`config.mk`:
```
export PLATFORM = sky130hd
export DESIGN_NAME = env_sensor_register_model_top_flat
export DESIGN_NICKNAME = d
export VERILOG_FILES = /design/src/rtl/core/esrm_pkg.sv /design/src/rtl/core/esrm_in_if.sv /design/src/rtl/core/esrm_out_if.sv /design/src/rtl/core/esrm_regs.sv /design/src/rtl/core/esrm_rdmux.sv /design/src/rtl/core/env_sensor_register_model_top.sv /design/src/flat_wrapper.sv
export SDC_FILE = /design/constraint.sdc
export NUM_CORES = 1
export LEC_CHECK = 0
export BUFFER_PORTS_ARGS = -buffer_cell sky130_fd_sc_hd__buf_2
export CORE_MARGIN = 3
export CORE_UTILIZATION = 62
export DETAILED_ROUTE_END_ITERATION = 6
export PLACE_DENSITY = 0.94
export SKIP_LAST_GASP = 1
export SLEW_MARGIN = 0
export SYNTH_ARGS = -nofsm -noshare
export SYNTH_HDL_FRONTEND = slang
export SYNTH_SLANG_ARGS = --single-unit
```
`constraint.sdc`:
```
create_clock -name clk_i -period 5.3 [get_ports clk_i]
set_clock_uncertainty 0.05 [all_clocks]
set_input_delay 0 -clock clk_i [delete_from_list [all_inputs] [get_ports clk_i]]
set_output_delay 0 -clock clk_i [all_outputs]
set_load 0.01 [all_outputs]
```
`src/rtl/core/esrm_pkg.sv`:
```
// Shared types, register addresses and trim ROM contents for the sensor register model.
// No dependencies; the register bank, read decode and top level import this package.
package esrm_pkg;

  typedef enum logic [1:0] {
    FUNC_READ  = 2'd0,
    FUNC_WRITE = 2'd1,
    FUNC_LOAD  = 2'd2
  } func_e;

  localparam logic [7:0] ADDR_TRIM_A     = 8'h88;
  localparam logic [7:0] ADDR_TRIM_A_END = 8'hA1;
  localparam logic [7:0] ADDR_TRIM_B     = 8'hE1;
  localparam logic [7:0] ADDR_TRIM_B_END = 8'hE7;
  localparam logic [7:0] ADDR_ID         = 8'hD0;
  localparam logic [7:0] ADDR_RESET      = 8'hE0;
  localparam logic [7:0] ADDR_CTRL_HUM   = 8'hF2;
  localparam logic [7:0] ADDR_STATUS     = 8'hF3;
  localparam logic [7:0] ADDR_CTRL_MEAS  = 8'hF4;
  localparam logic [7:0] ADDR_CONFIG     = 8'hF5;
  localparam logic [7:0] ADDR_DATA       = 8'hF7;
  localparam logic [7:0] ADDR_DATA_END   = 8'hFE;

  localparam logic [7:0] CHIP_ID   = 8'h60;
  localparam logic [7:0] RESET_CMD = 8'hB6;

  localparam logic [19:0] TEMP_RESET  = 20'd519888;
  localparam logic [19:0] PRESS_RESET = 20'd415148;
  localparam logic [15:0] HUM_RESET   = 16'd30000;

  // Architectural state of the register bank.
  typedef struct packed {
    logic [2:0]  hum_control;
    logic [7:0]  meas_control;
    logic [7:0]  filter_config;
    logic [19:0] temp_reading;
    logic [19:0] press_reading;
    logic [15:0] hum_reading;
  } sensor_state_t;

  // Update command decoded from one word.
  typedef struct packed {
    logic        soft_reset;
    logic        hum_we;
    logic        meas_we;
    logic        cfg_we;
    logic        load;
    logic [7:0]  wdata;
    logic [19:0] raw_temperature;
    logic [19:0] raw_pressure;
    logic [15:0] raw_humidity;
  } reg_cmd_t;

  function automatic logic [7:0] trim_a_byte(input logic [4:0] idx);
    logic [7:0] b;
    case (idx)
      5'd0:  b = 8'h70;
      5'd1:  b = 8'h6B;
      5'd2:  b = 8'h43;
      5'd3:  b = 8'h67;
      5'd4:  b = 8'h18;
      5'd5:  b = 8'hFC;
      5'd6:  b = 8'h7D;
      5'd7:  b = 8'h8E;
      5'd8:  b = 8'h43;
      5'd9:  b = 8'hD6;
      5'd10: b = 8'hD0;
      5'd11: b = 8'h0B;
      5'd12: b = 8'h27;
      5'd13: b = 8'h0B;
      5'd14: b = 8'h8C;
      5'd15: b = 8'h00;
      5'd16: b = 8'hF9;
      5'd17: b = 8'hFF;
      5'd18: b = 8'h8C;
      5'd19: b = 8'h3C;
      5'd20: b = 8'hF8;
      5'd21: b = 8'hC6;
      5'd22: b = 8'h70;
      5'd23: b = 8'h17;
      5'd24: b = 8'h00;
      5'd25: b = 8'h4B;
      default: b = 8'h00;
    endcase
    return b;
  endfunction

  function automatic logic [7:0] trim_b_byte(input logic [2:0] idx);
    logic [7:0] b;
    case (idx)
      3'd0: b = 8'h6A;
      3'd1: b = 8'h01;
      3'd2: b = 8'h00;
      3'd3: b = 8'h14;
      3'd4: b = 8'h2E;
      3'd5: b = 8'h03;
      3'd6: b = 8'h1E;
      default: b = 8'h00;
    endcase
    return b;
  endfunction

endpackage

```
`src/rtl/core/esrm_in_if.sv`:
```
// Input channel of the sensor register model: valid/ready handshake plus one access word.
// Depends on nothing.
interface esrm_in_if;
  logic        valid;
  logic        ready;
  logic [1:0]  func;
  logic [7:0]  addr;
  logic [7:0]  wdata;
  logic [19:0] raw_temperature;
  logic [19:0] raw_pressure;
  logic [15:0] raw_humidity;

  modport source (output valid, func, addr, wdata, raw_temperature, raw_pressure,
                  raw_humidity, input ready);
  modport sink   (input valid, func, addr, wdata, raw_temperature, raw_pressure,
                  raw_humidity, output ready);
endinterface

```
`src/rtl/core/esrm_out_if.sv`:
```
// Output channel of the sensor register model: valid/ready handshake plus read data.
// Depends on nothing.
interface esrm_out_if;
  logic       valid;
  logic       ready;
  logic [7:0] rdata;

  modport source (output valid, rdata, input ready);
  modport sink   (input valid, rdata, output ready);
endinterface

```
`src/rtl/core/esrm_regs.sv`:
```
// State registers of the sensor register model: control registers and raw readings.
// Depends on esrm_pkg.
module esrm_regs (
  input  logic                   clk_i,
  input  logic                   rst_ni,
  input  esrm_pkg::reg_cmd_t     cmd_i,
  output esrm_pkg::sensor_state_t state_o
);
  import esrm_pkg::*;

  sensor_state_t state_q, state_d;

  always_comb begin
    state_d = state_q;
    if (cmd_i.soft_reset) begin
      state_d.hum_control   = '0;
      state_d.meas_control  = '0;
      state_d.filter_config = '0;
      state_d.temp_reading  = TEMP_RESET;
      state_d.press_reading = PRESS_RESET;
      state_d.hum_reading   = HUM_RESET;
    end
    if (cmd_i.hum_we)  state_d.hum_control   = cmd_i.wdata[2:0];
    if (cmd_i.meas_we) state_d.meas_control  = cmd_i.wdata;
    if (cmd_i.cfg_we)  state_d.filter_config = cmd_i.wdata;
    if (cmd_i.load) begin
      state_d.temp_reading  = cmd_i.raw_temperature;
      state_d.press_reading = cmd_i.raw_pressure;
      state_d.hum_reading   = cmd_i.raw_humidity;
    end
  end

  always_ff @(posedge clk_i or negedge rst_ni) begin
    if (!rst_ni) begin
      state_q.hum_control   <= '0;
      state_q.meas_control  <= '0;
      state_q.filter_config <= '0;
      state_q.temp_reading  <= TEMP_RESET;
      state_q.press_reading <= PRESS_RESET;
      state_q.hum_reading   <= HUM_RESET;
    end else begin
      state_q <= state_d;
    end
  end

  assign state_o = state_q;

endmodule

```
`src/rtl/core/esrm_rdmux.sv`:
```
// Read decode of the sensor register model: trim ROM, data bytes, id and control registers.
// Depends on esrm_pkg.
module esrm_rdmux (
  input  logic [7:0]              addr_i,
  input  esrm_pkg::sensor_state_t state_i,
  output logic [7:0]              rdata_o
);
  import esrm_pkg::*;

  logic [7:0] off_a, off_b, off_d;
  logic [7:0] data_byte;

  assign off_a = addr_i - ADDR_TRIM_A;
  assign off_b = addr_i - ADDR_TRIM_B;
  assign off_d = addr_i - ADDR_DATA;

  // Readings are left aligned: the xlsb bytes carry the low nibble in their upper half.
  always_comb begin
    case (off_d[2:0])
      3'd0:    data_byte = state_i.press_reading[19:12];
      3'd1:    data_byte = state_i.press_reading[11:4];
      3'd2:    data_byte = {state_i.press_reading[3:0], 4'h0};
      3'd3:    data_byte = state_i.temp_reading[19:12];
      3'd4:    data_byte = state_i.temp_reading[11:4];
      3'd5:    data_byte = {state_i.temp_reading[3:0], 4'h0};
      3'd6:    data_byte = state_i.hum_reading[15:8];
      default: data_byte = state_i.hum_reading[7:0];
    endcase
  end

  always_comb begin
    if (addr_i >= ADDR_TRIM_A && addr_i <= ADDR_TRIM_A_END) begin
      rdata_o = trim_a_byte(off_a[4:0]);
    end else if (addr_i >= ADDR_TRIM_B && addr_i <= ADDR_TRIM_B_END) begin
      rdata_o = trim_b_byte(off_b[2:0]);
    end else if (addr_i >= ADDR_DATA && addr_i <= ADDR_DATA_END) begin
      rdata_o = data_byte;
    end else begin
      case (addr_i)
        ADDR_ID:        rdata_o = CHIP_ID;
        ADDR_STATUS:    rdata_o = 8'h00;
        ADDR_CTRL_HUM:  rdata_o = {5'b0, state_i.hum_control};
        ADDR_CTRL_MEAS: rdata_o = state_i.meas_control;
        ADDR_CONFIG:    rdata_o = state_i.filter_config;
        default:        rdata_o = 8'h00;
      endcase
    end
  end

endmodule

```
`src/rtl/core/env_sensor_register_model_top.sv`:
```
// Sensor register model top level: an input register, the register bank and read decode,
// and an output register. A read word's data passes through the input register and then the
// output register before it is valid on the output; writes and loads give no word. One word
// is accepted per cycle while the output side keeps up; throughput is set by the single
// output register. Asynchronous active-low reset empties both stages and returns the
// registers and raw readings to their default values.
module env_sensor_register_model_top (
  input  logic       clk_i,
  input  logic       rst_ni,
  esrm_in_if.sink    in_i,
  esrm_out_if.source out_o
);
  import esrm_pkg::*;

  // Input register stage.
  logic        s1_valid_q;
  logic [1:0]  s1_func_q;
  logic [7:0]  s1_addr_q;
  logic [7:0]  s1_wdata_q;
  logic [19:0] s1_temp_q;
  logic [19:0] s1_press_q;
  logic [15:0] s1_hum_q;

  // Output register stage.
  logic       out_valid_q;
  logic [7:0] out_rdata_q;

  logic          s1_is_read;
  logic          s1_adv;
  logic          in_fire;
  reg_cmd_t      cmd;
  sensor_state_t state;
  logic [7:0]    rd_byte;

  assign s1_is_read = (s1_func_q == FUNC_READ);

  // A word in the input register leaves when it needs no output slot, or the slot is
  // free or being emptied this cycle. State updates and reads both happen as it leaves,
  // so words see each other's effects in arrival order.
  assign s1_adv   = s1_valid_q && (!s1_is_read || !out_valid_q || out_o.ready);
  assign in_i.ready = !s1_valid_q || s1_adv;
  assign in_fire  = in_i.valid && in_i.ready;

  always_comb begin
    cmd = '0;
    cmd.wdata           = s1_wdata_q;
    cmd.raw_temperature = s1_temp_q;
    cmd.raw_pressure    = s1_press_q;
    cmd.raw_humidity    = s1_hum_q;
    if (s1_adv && s1_func_q == FUNC_WRITE) begin
      cmd.soft_reset = (s1_addr_q == ADDR_RESET) && (s1_wdata_q == RESET_CMD);
      cmd.hum_we     = (s1_addr_q == ADDR_CTRL_HUM);
      cmd.meas_we    = (s1_addr_q == ADDR_CTRL_MEAS);
      cmd.cfg_we     = (s1_addr_q == ADDR_CONFIG);
    end
    cmd.load = s1_adv && (s1_func_q == FUNC_LOAD);
  end

  esrm_regs u_regs (
    .clk_i   (clk_i),
    .rst_ni  (rst_ni),
    .cmd_i   (cmd),
    .state_o (state)
  );

  esrm_rdmux u_rdmux (
    .addr_i  (s1_addr_q),
    .state_i (state),
    .rdata_o (rd_byte)
  );

  always_ff @(posedge clk_i or negedge rst_ni) begin
    if (!rst_ni) begin
      s1_valid_q  <= 1'b0;
      out_valid_q <= 1'b0;
    end else begin
      if (in_fire) begin
        s1_valid_q <= 1'b1;
      end else if (s1_adv) begin
        s1_valid_q <= 1'b0;
      end
      if (s1_adv && s1_is_read) begin
        out_valid_q <= 1'b1;
      end else if (out_o.ready) begin
        out_valid_q <= 1'b0;
      end
    end
  end

  // Payload registers carry no reset.
  always_ff @(posedge clk_i) begin
    if (in_fire) begin
      s1_func_q  <= in_i.func;
      s1_addr_q  <= in_i.addr;
      s1_wdata_q <= in_i.wdata;
      s1_temp_q  <= in_i.raw_temperature;
      s1_press_q <= in_i.raw_pressure;
      s1_hum_q   <= in_i.raw_humidity;
    end
    if (s1_adv && s1_is_read) begin
      out_rdata_q <= rd_byte;
    end
  end

  assign out_o.valid = out_valid_q;
  assign out_o.rdata = out_rdata_q;

endmodule
```
`src/flat_wrapper.sv`:
```
// flat-port wrapper written by rule: the top's interface ports become plain ports
module env_sensor_register_model_top_flat import esrm_pkg::*;
  (clk_i, rst_ni, in_i_valid, in_i_func, in_i_addr, in_i_wdata, in_i_raw_temperature, in_i_raw_pressure, in_i_raw_humidity, in_i_ready, out_o_valid, out_o_rdata, out_o_ready);
  esrm_in_if in_i_i ();
  esrm_out_if out_o_i ();
  input  logic clk_i;
  input  logic rst_ni;
  input wire logic [$bits(in_i_i.valid)-1:0] in_i_valid;
  input wire logic [$bits(in_i_i.func)-1:0] in_i_func;
  input wire logic [$bits(in_i_i.addr)-1:0] in_i_addr;
  input wire logic [$bits(in_i_i.wdata)-1:0] in_i_wdata;
  input wire logic [$bits(in_i_i.raw_temperature)-1:0] in_i_raw_temperature;
  input wire logic [$bits(in_i_i.raw_pressure)-1:0] in_i_raw_pressure;
  input wire logic [$bits(in_i_i.raw_humidity)-1:0] in_i_raw_humidity;
  output wire logic [$bits(in_i_i.ready)-1:0] in_i_ready;
  output wire logic [$bits(out_o_i.valid)-1:0] out_o_valid;
  output wire logic [$bits(out_o_i.rdata)-1:0] out_o_rdata;
  input wire logic [$bits(out_o_i.ready)-1:0] out_o_ready;
  assign in_i_i.valid = in_i_valid;
  assign in_i_i.func = in_i_func;
  assign in_i_i.addr = in_i_addr;
  assign in_i_i.wdata = in_i_wdata;
  assign in_i_i.raw_temperature = in_i_raw_temperature;
  assign in_i_i.raw_pressure = in_i_raw_pressure;
  assign in_i_i.raw_humidity = in_i_raw_humidity;
  assign in_i_ready = in_i_i.ready;
  assign out_o_valid = out_o_i.valid;
  assign out_o_rdata = out_o_i.rdata;
  assign out_o_i.ready = out_o_ready;
  env_sensor_register_model_top u_core (.clk_i(clk_i), .rst_ni(rst_ni), .in_i(in_i_i), .out_o(out_o_i));
endmodule
```
==> impl_metrics.yaml <==
yosys:
  yosysTopAreaCell: "edfxtp_1"
  synth_area_leaders: "edfxtp_1 (35%), dfrtp_1 (17%), dfstp_2 (11%)"
  avgSynthCellArea_sq_um: 11.1
  ys_types: 69
  ys.flop_type: "edfxtp_1"
  synth.top_cell.area_share_pct: 35.2
  synth_top_family_by_area: "simple AND/OR/NAND/NOR gates"
  ys_ff_latch: 159
  synth_cells: 631
  synthXorXnorAreaFrac_pct: 0.125
  yosysWarnings: 0
  synth.most_common_cell: "nand2_1"
  yosys-top-cells-count: "nand2_1 (111), edfxtp_1 (82), nor2_1 (68), nand3_1 (53), dfrtp_1 (48)"
  syn-cell-area_sq_um: 7000
  synth_compound_area_share_pct: 12.4
  yosys.area_share.simple_pct: 18.0
  synthMuxAreaShare_pct: 1.20
  synth_fa_ha_area_share_pct: 1.93
  async_reset_ff_share_pct: 48.4
  yosysSeqAreaShare_pct: 63.2
  synth_edf_count: 82
  syn_nets: 719
routing:
  drtPass1Iterations: 7
  drtIter0Drc: 952
  drc: 0
  wire_per_inst_um: 22.6
  wl_um: 21100
  viasPerCell: 6.46
  ant_nets: 0
  vias: 6026
clock_network:
  post_cts_buffers: 0
  cts_sinks: 159
  clk_latency_ns: 0.44
  cts_tree: "built"
  cts_inserted_buffers: 17
  cts-root-buf: "clkbuf_16"
  htree_levels: 4
  cts_buffer_depth: 2
  clk_pin_slew_ns: 0.07
floorplanning:
  die_area_sq_um: 12600
  die_width_um: 112
  start_util_pct: 64.0
  core_area_sq_um: 10900
  die_h_um: 112
  io_pins: 88
  row_count: 38
placed_design:
  io_buffers: 87
  place_inst: 824
  place.gp.congestion: 0.891
  dp_hpwl_um: 10800
worst_setup_path:
  r2r_slack_ns: 1.74
  worstSetupEndpointType: "register"
  path_max_fanout: 28
  rr_endpoint: "u_core.out_o.rdata[1]"
  path_class: "register to register"
  required_ns: 5.50
  worstPathCellList: "inv_1 > ha_1 > inv_2 > a2111oi_4 > o2bb2ai_1 > a211oi_1 > a222oi_1"
  setup.worst_path.start_class: "register"
  critPathArrivalTime_ns: 3.75
  crit_path_top_delay_cell: "edfxtp_1"
  r2r_cells: 7
  slowest_delay_ns: 0.90
  r2r_start: "u_core.s1_addr_q[2]"
power:
  power_frac_comb_pct: 11.6
  seq_power_share_pct: 49.5
  power_frac_clock_pct: 38.9
  sw_frac_of_total_pct: 26.7
  p_leak_nw: 3.76
  p_int_w: 0.00229
  power_density_nw_per_um2: 354
  switching_power_w: 0.000834
  worst_ir_drop_vdd_v: 0.000292
timing:
  fmax_ghz: 0.281
  slew_headroom_pct: 30.0
  fin_tns_setup_ns: 0
  finalSetupViolations: 0
  tightest_slew_ns: 1.04
  report.final.slew_viol_count: 0
  finalCriticalPeriod_ns: 3.56
  hold_violations: 0
  period_share_pct: 67.1
  rsz0062_at_grt: "false"
global_route:
  overflow: 0
  grtUsageTotal_pct: 34.7
  antenna_found_initial: 0
  grt_pass1_wl_um: 33100
  grt_max_degree: 78
  grt_pass1_vias: 6132
flow_run:
  cap_violations: 0
finish:
  fill_cells: 559
  drive_above_1_share_pct: 21.1
  syn2layout_area_growth_pct: 26.2
  final_cells: 933
  antenna_cells: 0
  num-nets-final: 868
worst_hold_path:
  min_from: "in_i_raw_humidity[11]"
  holdPathStages: 2
  hold_class: "primary input to register"
  min_to: "u_core.s1_hum_q[11]"
outcome:
  status: "completed"
-- metal layers --
metal	wire (um)	vias up	share of wire (%)	GRT usage, %
li1	-	2577	-	-
met1	7270	2842	34	41.5
met2	10500	468	50	56.6
met3	1890	139	8.9	9.22
met4	1410	0	6.7	20.9
met5	0	-	0	0
-- worst max-delay path, delay by kind of cell (launching register included) --
family / cells / cell delay (ns)
AOI/OAI and AO/OA: 4 / 1.27
adders and majority gates: 1 / 0.72
buffers and inverters: 2 / 0.41
DFF: 1 / 0.90
-- final cells by class --
class	instances	area, sq um	share of cell area (%)
sequential	159	4430	50.1
multi-input combinational	420	2360	26.7
clock buffer	20	489	5.54
timing repair buffer	169	1240	14.1
tap	140	175	1.98
clock inverter	12	93.8	1.06
inverter	13	48.8	0.552
-- worst max path at each step --
stage                                  to                 from  cells after the start  slack (ns)
floorplan             u_core.s1_addr_q[0]    u_core.s1_valid_q                      3        2.28
global placement    u_core.out_o.rdata[1]  u_core.s1_addr_q[2]                      7        2.15
detailed placement  u_core.out_o.rdata[1]  u_core.s1_addr_q[2]                      7        1.98
CTS                 u_core.out_o.rdata[1]  u_core.s1_addr_q[2]                      7        1.94
global route        u_core.out_o.rdata[1]  u_core.s1_addr_q[2]                      7        1.56
finish              u_core.out_o.rdata[1]  u_core.s1_addr_q[2]                      7        1.74
-- placed cells by master (no fill, tap or decap), types with 6 or more instances in the layout --
cell	n
clkbuf_16	19
o211ai_1	6
nor2_1	68
a21oi_1	40
dfrtp_1	48
dlygate4sd3_1	77
edfxtp_1	82
nand3_1	53
inv_1	11
o21ai_0	11
ha_1	10
nand2_1	111
a221oi_1	6
a211oi_1	7
buf_2	87
nor3_1	8
dfstp_2	29
a22oi_1	11
-- power by group through the flow --
stage | registers, W | logic (W) | clock network (W)
after global routing | 0.00155 | 0.000391 | 0.00127
after CTS | 0.00153 | 0.000336 | 0.00119
after floorplan | 0.00152 | 0.000198 | 0
after detailed placement | 0.00155 | 0.000286 | 0
final | 0.00155 | 0.000364 | 0.00121
after global placement | 0.00155 | 0.000271 | 0
-- sequential cells by signal, summed over array words and instances (netlist names) --
signal / flops
u_core.u_regs.state_o: 75
u_core.s1_press_q: 20
u_core.s1_temp_q: 20
u_core.s1_hum_q: 16
u_core.out_o.rdata: 8
u_core.s1_addr_q: 8
u_core.s1_wdata_q: 8
u_core.s1_func_q: 2
u_core.out_o.valid: 1
u_core.s1_valid_q: 1
-- metrics by stage --
step | hold slack [ns] | util (%) | area, sq um | power (W) | setup WS (ns)
floorplan | -0.346 | - | 7000 | 0.00172 | 2.28
global placement | 0.126 | 68.4 | 7480 | 0.00182 | 2.15
detailed placement | 0.128 | 68.4 | 7480 | 0.00184 | 1.98
CTS | 0.212 | 80.8 | 8840 | 0.00306 | 1.94
global route | 0.216 | 80.8 | 8840 | 0.00322 | 1.56
finish | 0.216 | 80.8 | 8840 | 0.00312 | 1.74
-- kinds of logic after synthesis --
kind of cell               after synthesis
adders and majority gates               11
muxes                                    7
buffers and inverters                   52
xor gates and xnor gates                 1
AOI/OAI and AO/OA                      123
and+or+nand+nor                        278
DFF                                    159
-- what timing repair did --
action                    in CTS  in global routing
resized for setup              0                  0
hold buffers                  77                  0
hold endpoints to repair     124                  0
No activity file was read; power rests on OpenSTA's default activity.
